--- src/rtl/core/cst_pkg.sv ---
// ----------------------------------------------------------------------------
// cst_pkg: shared types and constants of the C-subset token scanner
// Token codes, byte classes, transaction structs and the keyword lookup.
// ----------------------------------------------------------------------------
package cst_pkg;

  localparam int unsigned POS_W   = 16;
  localparam int unsigned LEN_W   = 16;
  localparam int unsigned KwDepth = 6;
  localparam int unsigned KwIdxW  = $clog2(KwDepth);

  typedef enum logic [0:0] {
    KIND_BYTE = 1'b0,
    KIND_END  = 1'b1
  } kind_e;

  typedef enum logic [4:0] {
    TOK_EOF     = 5'd0,
    TOK_IDENT   = 5'd1,
    TOK_NUMBER  = 5'd2,
    TOK_STRING  = 5'd3,
    TOK_KW_INT  = 5'd4,
    TOK_KW_VOID = 5'd5,
    TOK_KW_RET  = 5'd6,
    TOK_KW_IF   = 5'd7,
    TOK_KW_ELSE = 5'd8,
    TOK_KW_WHL  = 5'd9,
    TOK_KW_FOR  = 5'd10,
    TOK_LPAREN  = 5'd11,
    TOK_RPAREN  = 5'd12,
    TOK_LBRACE  = 5'd13,
    TOK_RBRACE  = 5'd14,
    TOK_SEMI    = 5'd15,
    TOK_COMMA   = 5'd16,
    TOK_ASSIGN  = 5'd17,
    TOK_PLUS    = 5'd18,
    TOK_MINUS   = 5'd19,
    TOK_STAR    = 5'd20,
    TOK_SLASH   = 5'd21,
    TOK_UNKNOWN = 5'd22
  } tok_type_e;

  typedef enum logic [2:0] {
    CLS_SPACE   = 3'd0,
    CLS_NEWLINE = 3'd1,
    CLS_ALPHA   = 3'd2,
    CLS_DIGIT   = 3'd3,
    CLS_SLASH   = 3'd4,
    CLS_STAR    = 3'd5,
    CLS_QUOTE   = 3'd6,
    CLS_OTHER   = 3'd7
  } cls_e;

  typedef struct packed {
    kind_e      kind;
    logic [7:0] source_byte;
  } in_item_t;

  typedef struct packed {
    tok_type_e        token_type;
    logic [POS_W-1:0] start_line;
    logic [POS_W-1:0] start_column;
    logic [LEN_W-1:0] token_length;
    logic [7:0]       single_byte;
    logic             last_of_run;
  } out_tok_t;

  typedef struct packed {
    logic       eof;
    cls_e       cls;
    tok_type_e  direct_type;
    logic [7:0] source_byte;
  } cmd_t;

  typedef logic [KwDepth-1:0][7:0] kw_buf_t;

  function automatic tok_type_e kw_lookup(kw_buf_t buf_i, logic [LEN_W-1:0] len_i);
    logic [8*KwDepth-1:0] w;
    tok_type_e            t;
    w = {buf_i[0], buf_i[1], buf_i[2], buf_i[3], buf_i[4], buf_i[5]};
    t = TOK_IDENT;
    if (len_i == LEN_W'(3) && w == {"int", 24'h0}) t = TOK_KW_INT;
    if (len_i == LEN_W'(4) && w == {"void", 16'h0}) t = TOK_KW_VOID;
    if (len_i == LEN_W'(6) && w == "return") t = TOK_KW_RET;
    if (len_i == LEN_W'(2) && w == {"if", 32'h0}) t = TOK_KW_IF;
    if (len_i == LEN_W'(4) && w == {"else", 16'h0}) t = TOK_KW_ELSE;
    if (len_i == LEN_W'(5) && w == {"while", 8'h0}) t = TOK_KW_WHL;
    if (len_i == LEN_W'(3) && w == {"for", 24'h0}) t = TOK_KW_FOR;
    return t;
  endfunction

endpackage

--- src/rtl/core/cst_front.sv ---
// ----------------------------------------------------------------------------
// cst_front: input classifier and command queue
// Classifies each accepted byte and holds it in a two-entry queue.
// ----------------------------------------------------------------------------
module cst_front import cst_pkg::*; (
  input  logic     clk_i,
  input  logic     rst_ni,
  input  logic     in_valid_i,
  output logic     in_stall_o,
  input  in_item_t in_item_i,
  output logic     cmd_valid_o,
  input  logic     cmd_pop_i,
  output cmd_t     cmd_o
);

  cmd_t       mem_q [2];
  logic       wr_q, wr_d, rd_q, rd_d;
  logic [1:0] cnt_q, cnt_d;
  cmd_t       cmd_new;
  logic       push;
  logic [7:0] b;

  always_comb begin
    b = in_item_i.source_byte;
    cmd_new.eof         = (in_item_i.kind == KIND_END);
    cmd_new.source_byte = b;
    cmd_new.direct_type = TOK_UNKNOWN;
    case (b)
      "(": cmd_new.direct_type = TOK_LPAREN;
      ")": cmd_new.direct_type = TOK_RPAREN;
      "{": cmd_new.direct_type = TOK_LBRACE;
      "}": cmd_new.direct_type = TOK_RBRACE;
      ";": cmd_new.direct_type = TOK_SEMI;
      ",": cmd_new.direct_type = TOK_COMMA;
      "=": cmd_new.direct_type = TOK_ASSIGN;
      "+": cmd_new.direct_type = TOK_PLUS;
      "-": cmd_new.direct_type = TOK_MINUS;
      "*": cmd_new.direct_type = TOK_STAR;
      "/": cmd_new.direct_type = TOK_SLASH;
      default: cmd_new.direct_type = TOK_UNKNOWN;
    endcase
    if (b == 8'h0A) begin
      cmd_new.cls = CLS_NEWLINE;
    end else if (b == " " || b inside {[8'd9:8'd13]}) begin
      cmd_new.cls = CLS_SPACE;
    end else if (b inside {["a":"z"], ["A":"Z"]} || b == "_") begin
      cmd_new.cls = CLS_ALPHA;
    end else if (b inside {["0":"9"]}) begin
      cmd_new.cls = CLS_DIGIT;
    end else if (b == "/") begin
      cmd_new.cls = CLS_SLASH;
    end else if (b == "*") begin
      cmd_new.cls = CLS_STAR;
    end else if (b == "\"") begin
      cmd_new.cls = CLS_QUOTE;
    end else begin
      cmd_new.cls = CLS_OTHER;
    end
  end

  assign in_stall_o  = (cnt_q == 2'd2);
  assign push        = in_valid_i && !in_stall_o;
  assign cmd_valid_o = (cnt_q != 2'd0);
  assign cmd_o       = mem_q[rd_q];

  always_comb begin
    wr_d  = push ? ~wr_q : wr_q;
    rd_d  = cmd_pop_i ? ~rd_q : rd_q;
    cnt_d = cnt_q + 2'(push) - 2'(cmd_pop_i);
  end

  always_ff @(posedge clk_i or negedge rst_ni) begin
    if (!rst_ni) begin
      wr_q  <= 1'b0;
      rd_q  <= 1'b0;
      cnt_q <= 2'd0;
    end else begin
      wr_q  <= wr_d;
      rd_q  <= rd_d;
      cnt_q <= cnt_d;
    end
  end

  always_ff @(posedge clk_i) begin
    if (push) begin
      mem_q[wr_q] <= cmd_new;
    end
  end

endmodule

--- src/rtl/core/cst_back.sv ---
// ----------------------------------------------------------------------------
// cst_back: token scanner and result queue
// Runs the scan state machine on queued commands and buffers emitted tokens.
// ----------------------------------------------------------------------------
module cst_back import cst_pkg::*; (
  input  logic     clk_i,
  input  logic     rst_ni,
  input  logic     cmd_valid_i,
  output logic     cmd_pop_o,
  input  cmd_t     cmd_i,
  output logic     out_valid_o,
  input  logic     out_stall_i,
  output out_tok_t out_tok_o
);

  localparam logic [2:0] MODE_IDLE  = 3'd0;
  localparam logic [2:0] MODE_IDENT = 3'd1;
  localparam logic [2:0] MODE_NUM   = 3'd2;
  localparam logic [2:0] MODE_STR   = 3'd3;
  localparam logic [2:0] MODE_SLASH = 3'd4;
  localparam logic [2:0] MODE_LCMT  = 3'd5;
  localparam logic [2:0] MODE_BCMT  = 3'd6;
  localparam logic [2:0] MODE_BSTAR = 3'd7;

  localparam logic [POS_W-1:0] PosMax = '1;
  localparam logic [LEN_W-1:0] LenMax = '1;

  logic [2:0]       mode_q, mode_d;
  kw_buf_t          kw_q, kw_d;
  logic [POS_W-1:0] line_q, line_d, col_q, col_d;
  logic [POS_W-1:0] tline_q, tline_d, tcol_q, tcol_d;
  logic [LEN_W-1:0] len_q, len_d;

  out_tok_t   oq_q [4];
  logic [1:0] wr_q, rd_q;
  logic [2:0] cnt_q, cnt_d;
  logic       pop_out;

  logic       do_pend, do_start, emit2;
  out_tok_t   pend_tok, tok2, res_a, res_b;
  logic [1:0] n_push;
  logic [7:0] b;
  cls_e       c;

  assign cmd_pop_o = cmd_valid_i && (cnt_q <= 3'd2);
  assign b         = cmd_i.source_byte;
  assign c         = cmd_i.cls;

  always_comb begin
    mode_d   = mode_q;
    kw_d     = kw_q;
    line_d   = line_q;
    col_d    = col_q;
    tline_d  = tline_q;
    tcol_d   = tcol_q;
    len_d    = len_q;
    do_pend  = 1'b0;
    do_start = 1'b0;
    emit2    = 1'b0;

    pend_tok.start_line   = tline_q;
    pend_tok.start_column = tcol_q;
    pend_tok.token_length = len_q;
    pend_tok.single_byte  = 8'h00;
    pend_tok.last_of_run  = 1'b0;
    case (mode_q)
      MODE_IDENT: pend_tok.token_type = kw_lookup(kw_q, len_q);
      MODE_NUM:   pend_tok.token_type = TOK_NUMBER;
      MODE_STR:   pend_tok.token_type = TOK_STRING;
      default: begin
        pend_tok.token_type   = TOK_SLASH;
        pend_tok.token_length = LEN_W'(1);
        pend_tok.single_byte  = "/";
      end
    endcase

    tok2.token_type   = cmd_i.direct_type;
    tok2.start_line   = line_q;
    tok2.start_column = col_q;
    tok2.token_length = LEN_W'(1);
    tok2.single_byte  = b;
    tok2.last_of_run  = 1'b1;

    if (cmd_i.eof) begin
      do_pend = (mode_q inside {MODE_IDENT, MODE_NUM, MODE_STR, MODE_SLASH});
      emit2   = 1'b1;
      tok2.token_type   = TOK_EOF;
      tok2.token_length = '0;
      tok2.single_byte  = 8'h00;
      mode_d  = MODE_IDLE;
      kw_d    = '0;
      line_d  = POS_W'(1);
      col_d   = POS_W'(1);
      tline_d = POS_W'(1);
      tcol_d  = POS_W'(1);
      len_d   = '0;
    end else begin
      case (mode_q)
        MODE_IDENT: begin
          if (c == CLS_ALPHA || c == CLS_DIGIT) begin
            if (len_q < LEN_W'(KwDepth)) kw_d[len_q[KwIdxW-1:0]] = b;
            if (len_q != LenMax) len_d = len_q + LEN_W'(1);
          end else begin
            do_pend  = 1'b1;
            do_start = 1'b1;
          end
        end
        MODE_NUM: begin
          if (c == CLS_DIGIT) begin
            if (len_q != LenMax) len_d = len_q + LEN_W'(1);
          end else begin
            do_pend  = 1'b1;
            do_start = 1'b1;
          end
        end
        MODE_STR: begin
          if (c == CLS_QUOTE) begin
            do_pend = 1'b1;
            mode_d  = MODE_IDLE;
          end else if (len_q != LenMax) begin
            len_d = len_q + LEN_W'(1);
          end
        end
        MODE_SLASH: begin
          if (c == CLS_SLASH) begin
            mode_d = MODE_LCMT;
          end else if (c == CLS_STAR) begin
            mode_d = MODE_BCMT;
          end else begin
            do_pend  = 1'b1;
            do_start = 1'b1;
          end
        end
        MODE_LCMT: begin
          if (c == CLS_NEWLINE) mode_d = MODE_IDLE;
        end
        MODE_BCMT: begin
          if (c == CLS_STAR) mode_d = MODE_BSTAR;
        end
        MODE_BSTAR: begin
          if (c == CLS_SLASH) mode_d = MODE_IDLE;
          else if (c != CLS_STAR) mode_d = MODE_BCMT;
        end
        default: do_start = 1'b1;
      endcase

      if (do_start) begin
        mode_d = MODE_IDLE;
        case (c)
          CLS_SPACE, CLS_NEWLINE: mode_d = MODE_IDLE;
          CLS_ALPHA: begin
            tline_d = line_q;
            tcol_d  = col_q;
            kw_d    = '0;
            kw_d[0] = b;
            len_d   = LEN_W'(1);
            mode_d  = MODE_IDENT;
          end
          CLS_DIGIT: begin
            tline_d = line_q;
            tcol_d  = col_q;
            len_d   = LEN_W'(1);
            mode_d  = MODE_NUM;
          end
          CLS_SLASH: begin
            tline_d = line_q;
            tcol_d  = col_q;
            mode_d  = MODE_SLASH;
          end
          CLS_QUOTE: begin
            tline_d = line_q;
            tcol_d  = col_q;
            len_d   = '0;
            mode_d  = MODE_STR;
          end
          default: emit2 = 1'b1;
        endcase
      end

      if (c == CLS_NEWLINE) begin
        if (line_q != PosMax) line_d = line_q + POS_W'(1);
        col_d = POS_W'(1);
      end else if (col_q != PosMax) begin
        col_d = col_q + POS_W'(1);
      end
    end

    res_b = tok2;
    if (do_pend) begin
      res_a             = pend_tok;
      res_a.last_of_run = !emit2;
    end else begin
      res_a = tok2;
    end
    n_push = 2'(do_pend) + 2'(emit2);
  end

  assign out_valid_o = (cnt_q != 3'd0);
  assign out_tok_o   = oq_q[rd_q];
  assign pop_out     = out_valid_o && !out_stall_i;

  always_comb begin
    cnt_d = cnt_q - 3'(pop_out);
    if (cmd_pop_o) cnt_d = cnt_d + 3'(n_push);
  end

  always_ff @(posedge clk_i or negedge rst_ni) begin
    if (!rst_ni) begin
      mode_q  <= MODE_IDLE;
      kw_q    <= '0;
      line_q  <= POS_W'(1);
      col_q   <= POS_W'(1);
      tline_q <= POS_W'(1);
      tcol_q  <= POS_W'(1);
      len_q   <= '0;
      wr_q    <= 2'd0;
      rd_q    <= 2'd0;
      cnt_q   <= 3'd0;
    end else begin
      if (cmd_pop_o) begin
        mode_q  <= mode_d;
        kw_q    <= kw_d;
        line_q  <= line_d;
        col_q   <= col_d;
        tline_q <= tline_d;
        tcol_q  <= tcol_d;
        len_q   <= len_d;
        wr_q    <= wr_q + n_push;
      end
      if (pop_out) rd_q <= rd_q + 2'd1;
      cnt_q <= cnt_d;
    end
  end

  always_ff @(posedge clk_i) begin
    if (cmd_pop_o && n_push != 2'd0) begin
      oq_q[wr_q] <= res_a;
    end
    if (cmd_pop_o && n_push == 2'd2) begin
      oq_q[wr_q + 2'd1] <= res_b;
    end
  end

endmodule

--- src/rtl/core/c_subset_token_scanner.sv ---
// ----------------------------------------------------------------------------
// c_subset_token_scanner: C-subset lexical scanner top level
// Front classifier and queue feeding the scan engine and its result queue.
// ----------------------------------------------------------------------------
// The scanner takes one source byte per cycle while in_stall_o is low. Each
// accepted byte is classified and written to the front queue; the scan engine
// pops it when the result queue holds at most two tokens, scans it, and writes
// the tokens it causes to the result queue, which presents them at the output.
// A byte that closes one token and emits an operator or unknown token, and the
// end marker after a pending token, give two tokens, which leave one at a time
// through the single read port of the four-entry result queue; all other
// bytes sustain one byte per cycle as long as the output is not stalled.
module c_subset_token_scanner import cst_pkg::*; (
  input  logic     clk_i,
  input  logic     rst_ni,
  input  logic     in_valid_i,
  output logic     in_stall_o,
  input  in_item_t in_item_i,
  output logic     out_valid_o,
  input  logic     out_stall_i,
  output out_tok_t out_tok_o
);

  logic cmd_valid;
  logic cmd_pop;
  cmd_t cmd;

  cst_front u_front (
    .clk_i       (clk_i),
    .rst_ni      (rst_ni),
    .in_valid_i  (in_valid_i),
    .in_stall_o  (in_stall_o),
    .in_item_i   (in_item_i),
    .cmd_valid_o (cmd_valid),
    .cmd_pop_i   (cmd_pop),
    .cmd_o       (cmd)
  );

  cst_back u_back (
    .clk_i       (clk_i),
    .rst_ni      (rst_ni),
    .cmd_valid_i (cmd_valid),
    .cmd_pop_o   (cmd_pop),
    .cmd_i       (cmd),
    .out_valid_o (out_valid_o),
    .out_stall_i (out_stall_i),
    .out_tok_o   (out_tok_o)
  );

endmodule

--- config.mk ---
export PLATFORM = sky130hd
export DESIGN_NAME = c_subset_token_scanner
export DESIGN_NICKNAME = d
export VERILOG_FILES = /design/src/rtl/core/cst_pkg.sv /design/src/rtl/core/cst_front.sv /design/src/rtl/core/cst_back.sv /design/src/rtl/core/c_subset_token_scanner.sv
export SDC_FILE = /design/constraint.sdc
export NUM_CORES = 1
export LEC_CHECK = 0
export BUFFER_PORTS_ARGS = -buffer_cell sky130_fd_sc_hd__buf_2
export CAP_MARGIN = 20
export CORE_ASPECT_RATIO = 1.1
export CORE_MARGIN = 2
export CORE_UTILIZATION = 35
export CTS_CLUSTER_DIAMETER = 200
export DETAILED_ROUTE_END_ITERATION = 8
export GPL_TIMING_DRIVEN = 0
export PLACE_DENSITY = 0.58
export SLEW_MARGIN = 20
export SYNTH_ARGS = -nofsm -noshare
export SYNTH_HDL_FRONTEND = slang
export SYNTH_HIERARCHICAL = 1
export SYNTH_SLANG_ARGS = --single-unit
--- constraint.sdc ---
create_clock -name clk_i -period 9.55 [get_ports clk_i]
set_input_delay 0.4775 -clock clk_i [delete_from_list [all_inputs] [get_ports clk_i]]
set_output_delay 0.4775 -clock clk_i [all_outputs]
set_load 0.005 [all_outputs]
# Word level (Yosys, flattened, before mapping)
# Memories as Yosys holds them, arrays and structs flattened.
# Cells that the tools add are included.
[classes] n_reduce_logical=44 muxes=79 addsub=11 eq_ne=51 order_cmp=12 bitwise=2
[op_table] op="== test 48 x 47 -> 1 bit, second input constant" count=7
[op_table] op="2-to-1 mux 16 bit" count=18
[op_table] op="2-to-1 mux 48 bit" count=6
[op_table] op="== test 8 x 6 -> 1 bit, second input constant" count=11
[op_table] op="2-to-1 mux 62 bit" count=1
[op_table] op="2-to-1 mux 3 bit" count=20
[op_table] op="one-hot mux 5 bit (11 select lines)" count=1
[op_table] op="adder 16 x 1 -> 16 bit, second input constant" count=3
[op_table] op="bitwise mux 48 bit" count=1
[op_table] op="== test 16 x 3 -> 1 bit, second input constant" count=3
[op_table] op="!= test 16 bit, second input constant" count=3
[op_table] op="one-hot mux 16 bit (3 select lines)" count=1
[op_table] op="== test 16 x 2 -> 1 bit, second input constant" count=2
[op_table] op="one-hot mux 16 bit (2 select lines)" count=1
[op_table] op="demux 8 bit (select 3 bit)" count=1
[op_table] op="== test 8 x 7 -> 1 bit, second input constant" count=3
[op_table] op="2-to-1 mux 24 bit" count=1
[op_table] op="== test 3 bit, second input constant" count=7
[op_table] op="logical AND 1 bit" count=17
[op_table] op="2-to-1 mux 1 bit" count=17
[op_table] op="greater-or-equal comparator 8 x 7 -> 1 bit, second input constant" count=2
[op_table] op="less-or-equal comparator 8 x 7 -> 1 bit, second input constant" count=2
[op_table] op="less-than comparator 16 x 3 -> 1 bit, second input constant" count=1
[op_table] op="one-hot mux 3 bit (5 select lines)" count=1
[op_table] op="45 further kinds" count=69
[totals] regBits=142 mem_bits_rw=282 n_memories=2 in_bits=13 output_inout_bits=64 wordCells=219
[memory_table] name="u_back.oq_q" depth=4 width=62 rd=1 rd_ports_with_merged_regs=0 wr=2 line="cst_back.sv:34" text="out_tok_t oq_q [4];"
[memory_table] name="u_front.mem_q" depth=2 width=17 rd=1 rd_ports_with_merged_regs=0 wr=1 line="cst_front.sv:16" text="cmd_t mem_q [2];"

# Logic depth before layout (Yosys ltp)
# An unclocked memory read counts as a cell.
[depth] ltp_word=13 mapped_depth=19 depth_no_buf=14

# By module
# Netlist, hierarchy kept.
[by_module_without_submodules] module="cst_back" area_each_um2=18380.1 cells_per_inst=1506 seq_area_each_um2=10264.8 n_inst=1
[by_module_without_submodules] module="cst_front" area_each_um2=1844.3 cells_per_inst=145 seq_area_each_um2=1121.1 n_inst=1

# Least setup slack after synthesis
# Ideal clock, no wire load.
[synth_timing] kind="register to register" startpoint="reg u_front.rd_q" endpoint="mem u_back/oq_q[1][1] in the netlist's numbering (enable)" n_path_buf=4 setup_time_ns=0.467 synth_period_minus_slack_ns=4.568 slack_ns=4.982 arrival_time_ns=4.101 required_ns=9.083 path_stages_with_launch=17 cell_sequence="dfrtp_1 buf_2 buf_1 mux2_2 buf_2 and4bb_2 nor2_1 a31oi_1 nor2_1 or2_2 inv_1 ha_1 nor2_1 and2_0 clkbuf_1 nor2_1 inv_1"
[synth_lines] item="start: declaration" line="cst_front.sv:17" text="logic wr_q, wr_d, rd_q, rd_d;"
[synth_lines] item="start signal: assignment" line="cst_front.sv:79" text="rd_q <= rd_d;"
[synth_lines] item="end: declaration" line="cst_back.sv:34"

==> out/qor.csv <==
stage;metric;value;unit
synth;main combinational cell family by area after synthesis;compound AO/OA/AOI/OAI gates;
sta;fin crit period;5710;ps
synth;mux cell area share after synthesis;10.1;%
routing;vias per inst;5.72;
sta;Peak Freq;175;MHz
grt;initial antenna violation count;0;
sta;final slew viol count;0;
place;placed cell count;2484;
pwr;leak pwr;8.80;nW
worst_setup_path;CP max FO;25;
routing;Vias;14700;
synth;Syn Nets;1680;
pwr;maximum VDD drop;142;uV
sta;final period utilization;59.8;%
worst_setup_path;worst setup path class;flop to flop;
worst_setup_path;CP startpoint kind;flop;
cts;CTS Hold Bufs;1;
worst_setup_path;Worst EP required;10010;ps
cts;TritonCTS clock tree;yes;
place;DPL Wire Length;38900;um
place;IO Port Bufs;76;
sta;Worst slew margin;25.3;%
cts;Post-CTS Setup Bufs;0;
synth;yosys warns;6;
routing;first drt pass iteration count;5;
cts;Clock transition at path regs;60;ps
cts;worst-skew pair later-pin latency;590;ps
grt;largest net degree at the start of global routing;85;
synth;XOR/XNOR Fraction of Synth Area;1.47;%
cts;Root Driver;clkbuf_16;
sta;number of failing hold endpoints at the final stage;0;
cts;cts bufs inserted;46;
synth;Synth Flop Type;edfxtp_1;
synth;synthesized area per cell;12.2;um^2
die;num rows;92;
grt;vias in the first global route;14700;
routing;drc violations;0;
grt;grt met3 use;2.89;%
pwr;Clk pwr share;27.9;%
finish;Final nets;1810;
pwr;pwr dens;273;mW/mm^2
grt;total gr overflow;0;
sta;transition time of the tightest slew-check pin;1110;ps
finish;Register Area;0.0114;mm^2
cts;clock buffer depth;3;
pwr;Sw Share;36.7;%
grt;GR met2 Demand/Resource;31.3;%
die;Chip Width;233;um
synth;Synth Area in Compound Gates;15.1;%
synth;Simple-Gate Fraction of Synth Area;12.7;%
pwr;internal power;4.00;mW
cts;post-CTS sizing;0;
synth;asr flop ratio synth;33.5;%
die;Die Area;0.0597;mm^2
finish;n_diodes;0;
synth;Post-Syn Area;0.0202;mm^2
worst_setup_path;Worst setup EP type;flop;
status;outcome;completed;
worst_setup_path;R2R Setup Slk;3840;ps
sta;RSZ-0062 raised after global routing;false;
cts;H-tree depth;2;
synth;number of synthesized flops with an enable pin;218;
die;Ports;77;
synth;Synth Area in Adders;1.03;%
grt;first-pass GRT wire length;89700;um
routing;Routed WL;57800;um
pwr;sequential power share;37.0;%
finish;Synth-to-Final Area Change;14.7;%
synth;sequential area share after synthesis;56.3;%
synth;Synth cell types;80;
finish;area of the multi-input gates;0.00818;mm^2
worst_setup_path;Critical Path AT;6170;ps
routing;Routed Antenna Nets;0;
pwr;combinational power share;35.1;%
place;routability cong.;0.896;
finish;share of layout cells above drive strength 1;16.7;%
sta;Setup Skew;27.4;ps
synth;Yosys reg bits;424;
finish;final cell count without fillers;2571;
finish;# fillers;5402;
die;core box area;0.0572;mm^2
routing;Iteration-0 DRC Markers;1109;
worst_hold_path;worst hold path type;primary input to flop;
routing;Avg WL per Cell;22.5;um
grt;Most Used Layer, Global Route;met2;
synth;Mapped Cells;1651;
sta;Setup Viol. Count Final;0;
die;initial core utilization;35.4;%
grt;total track usage;19.5;%
cts;clk sinks;424;
pwr;net switching power;2.32;mW
sta;Setup TNS Final;0;ps
grt;M1 GR Usage;26.9;%
job;max cap viols;0;
die;chip height;256;um
-- metrics by stage --
stage / hold slack [ps] / setup slack (ps) / util, % / power [mW] / instance area [um^2]
6_report: 105 / 3840 / 40.5 / 6.32 / 23200
5_1_grt: 87.5 / 3390 / 40.5 / 6.66 / 23200
4_1_cts: 84.3 / 3910 / 40.5 / 6.37 / 23200
3_5_place_dp: 440 / 3940 / 37.9 / 4.59 / 21700
3_3_place_gp: 445 / 2930 / 37.7 / 4.54 / 21500
2_1_floorplan: 182 / 4980 / - / 3.70 / 20200
-- path summary, 6_finish.rpt --
check,startpoint,end,cells past startpoint
worst min-delay path,in_item_i[0],u_front/mem_q[1][0],1
worst min register to register,u_back/oq_q[2][0],u_back/oq_q[2][0],1
min in group asynchronous,rst_ni,u_back/tcol_q[14],2
max in group asynchronous,rst_ni,u_back/kw_q[36],3
worst max register to register,u_front/rd_q,u_back/oq_q[1][0],20
worst max-delay path,u_front/rd_q,u_back/oq_q[1][0],20
-- power groups by stage --
stage / Clock (mW) / Combinational [mW] / Sequential, mW
after floorplan: 0 / 1.36 / 2.34
after global placement: 0 / 2.17 / 2.37
after detailed placement: 0 / 2.22 / 2.37
after CTS: 1.81 / 2.23 / 2.34
after global routing: 1.89 / 2.41 / 2.36
final: 1.76 / 2.22 / 2.34
-- layout by cell type, fill, tap and decap left out, types with 12 or more instances in the layout --
cell type	count
buf_1	13
mux4_2	62
xnor2_1	16
nor3_1	27
o21ai_0	68
nor2_1	142
xor2_1	18
inv_1	24
dfxtp_1	64
nand2_1	92
a21oi_1	39
nand4_1	22
nand3_1	34
clkbuf_1	103
ha_1	15
clkbuf_16	47
dfrtp_1	138
edfxtp_1	218
buf_2	100
mux2i_1	44
nand2b_1	22
nand3b_1	12
and3_1	13
nor4_1	18
nor2b_1	18
o22ai_1	16
a22o_1	213
mux2_2	19
-- per-layer routing --
metal | share of wire (%) | routed length [um]
met4 | 3.0 | 1740
met2 | 48 | 27600
met1 | 43 | 24800
met3 | 6.2 | 3590
met5 | 0 | 0
-- worst max-delay path: stages, from the launching register on --
cell and delay (ps):
dfrtp_1 310, buf_2 220, buf_1 480, mux2_2 450, buf_2 200, nor2b_1 120, buf_2 210, a21oi_1 110
a31oi_1 710, nor2_1 100, or2_2 330, inv_1 60, ha_1 240, nor2_1 150, and2_0 180, clkbuf_1 150
nor2_1 710, inv_4 360, buf_12 300, nor2_1 110, a21oi_1 50
-- synthesized netlist by cell type (15+ instances only) --
cell	number	share of area, %
a21oi_1	39	0.97
a22o_1	213	9.2
buf_1	15	0.28
buf_2	25	0.62
clkbuf_1	90	1.7
dfrtp_1	138	17
dfxtp_1	64	6.3
edfxtp_1	218	32
ha_1	15	0.93
inv_1	28	0.52
mux2_2	19	1.1
mux2i_1	44	2.2
mux4_2	62	6.9
nand2_1	92	1.7
nand2b_1	22	0.68
nand3_1	34	0.84
nand4_1	22	0.68
nor2_1	143	2.7
nor2b_1	18	0.56
nor3_1	27	0.67
nor4_1	19	0.59
o21ai_0	68	1.7
o22ai_1	16	0.49
xnor2_1	16	0.69
xor2_1	18	0.78
-- state kept, by name, indices dropped and copies added, names as in the netlist --
register,count
u_back/oq_q,248
u_back/kw_q,48
u_front/mem_q,34
u_back/col_q,16
u_back/len_q,16
u_back/line_q,16
u_back/tcol_q,16
u_back/tline_q,16
u_back/cnt_q,3
u_back/mode_q,3
u_back/rd_q,2
u_back/wr_q,2
u_front/cnt_q,2
u_front/rd_q,1
u_front/wr_q,1
-- cell type report --
type / instances / area share (%)
Buffer: 134 / 2.43
Clock buffer: 68 / 5.76
Clock inverter: 18 / 0.685
Inverter: 28 / 0.496
Multi-Input combinational cell: 1065 / 35.3
Sequential cell: 424 / 49.1
Tap cell: 752 / 4.06
Timing Repair Buffer: 82 / 2.19
-- cell families (layout without fill, tap and decap cells) --
kind of cell             Yosys count  after routing
AO/OA/AOI/OAI                    405            405
XOR/XNOR                          34             34
adder cells (fa/ha/maj)           16             16
buffers and inverters            162            330
flip-flops                       424            424
multiplexers                     125            125
AND/OR/NAND/NOR                  485            485
No activity file was read; power rests on OpenSTA's default activity.
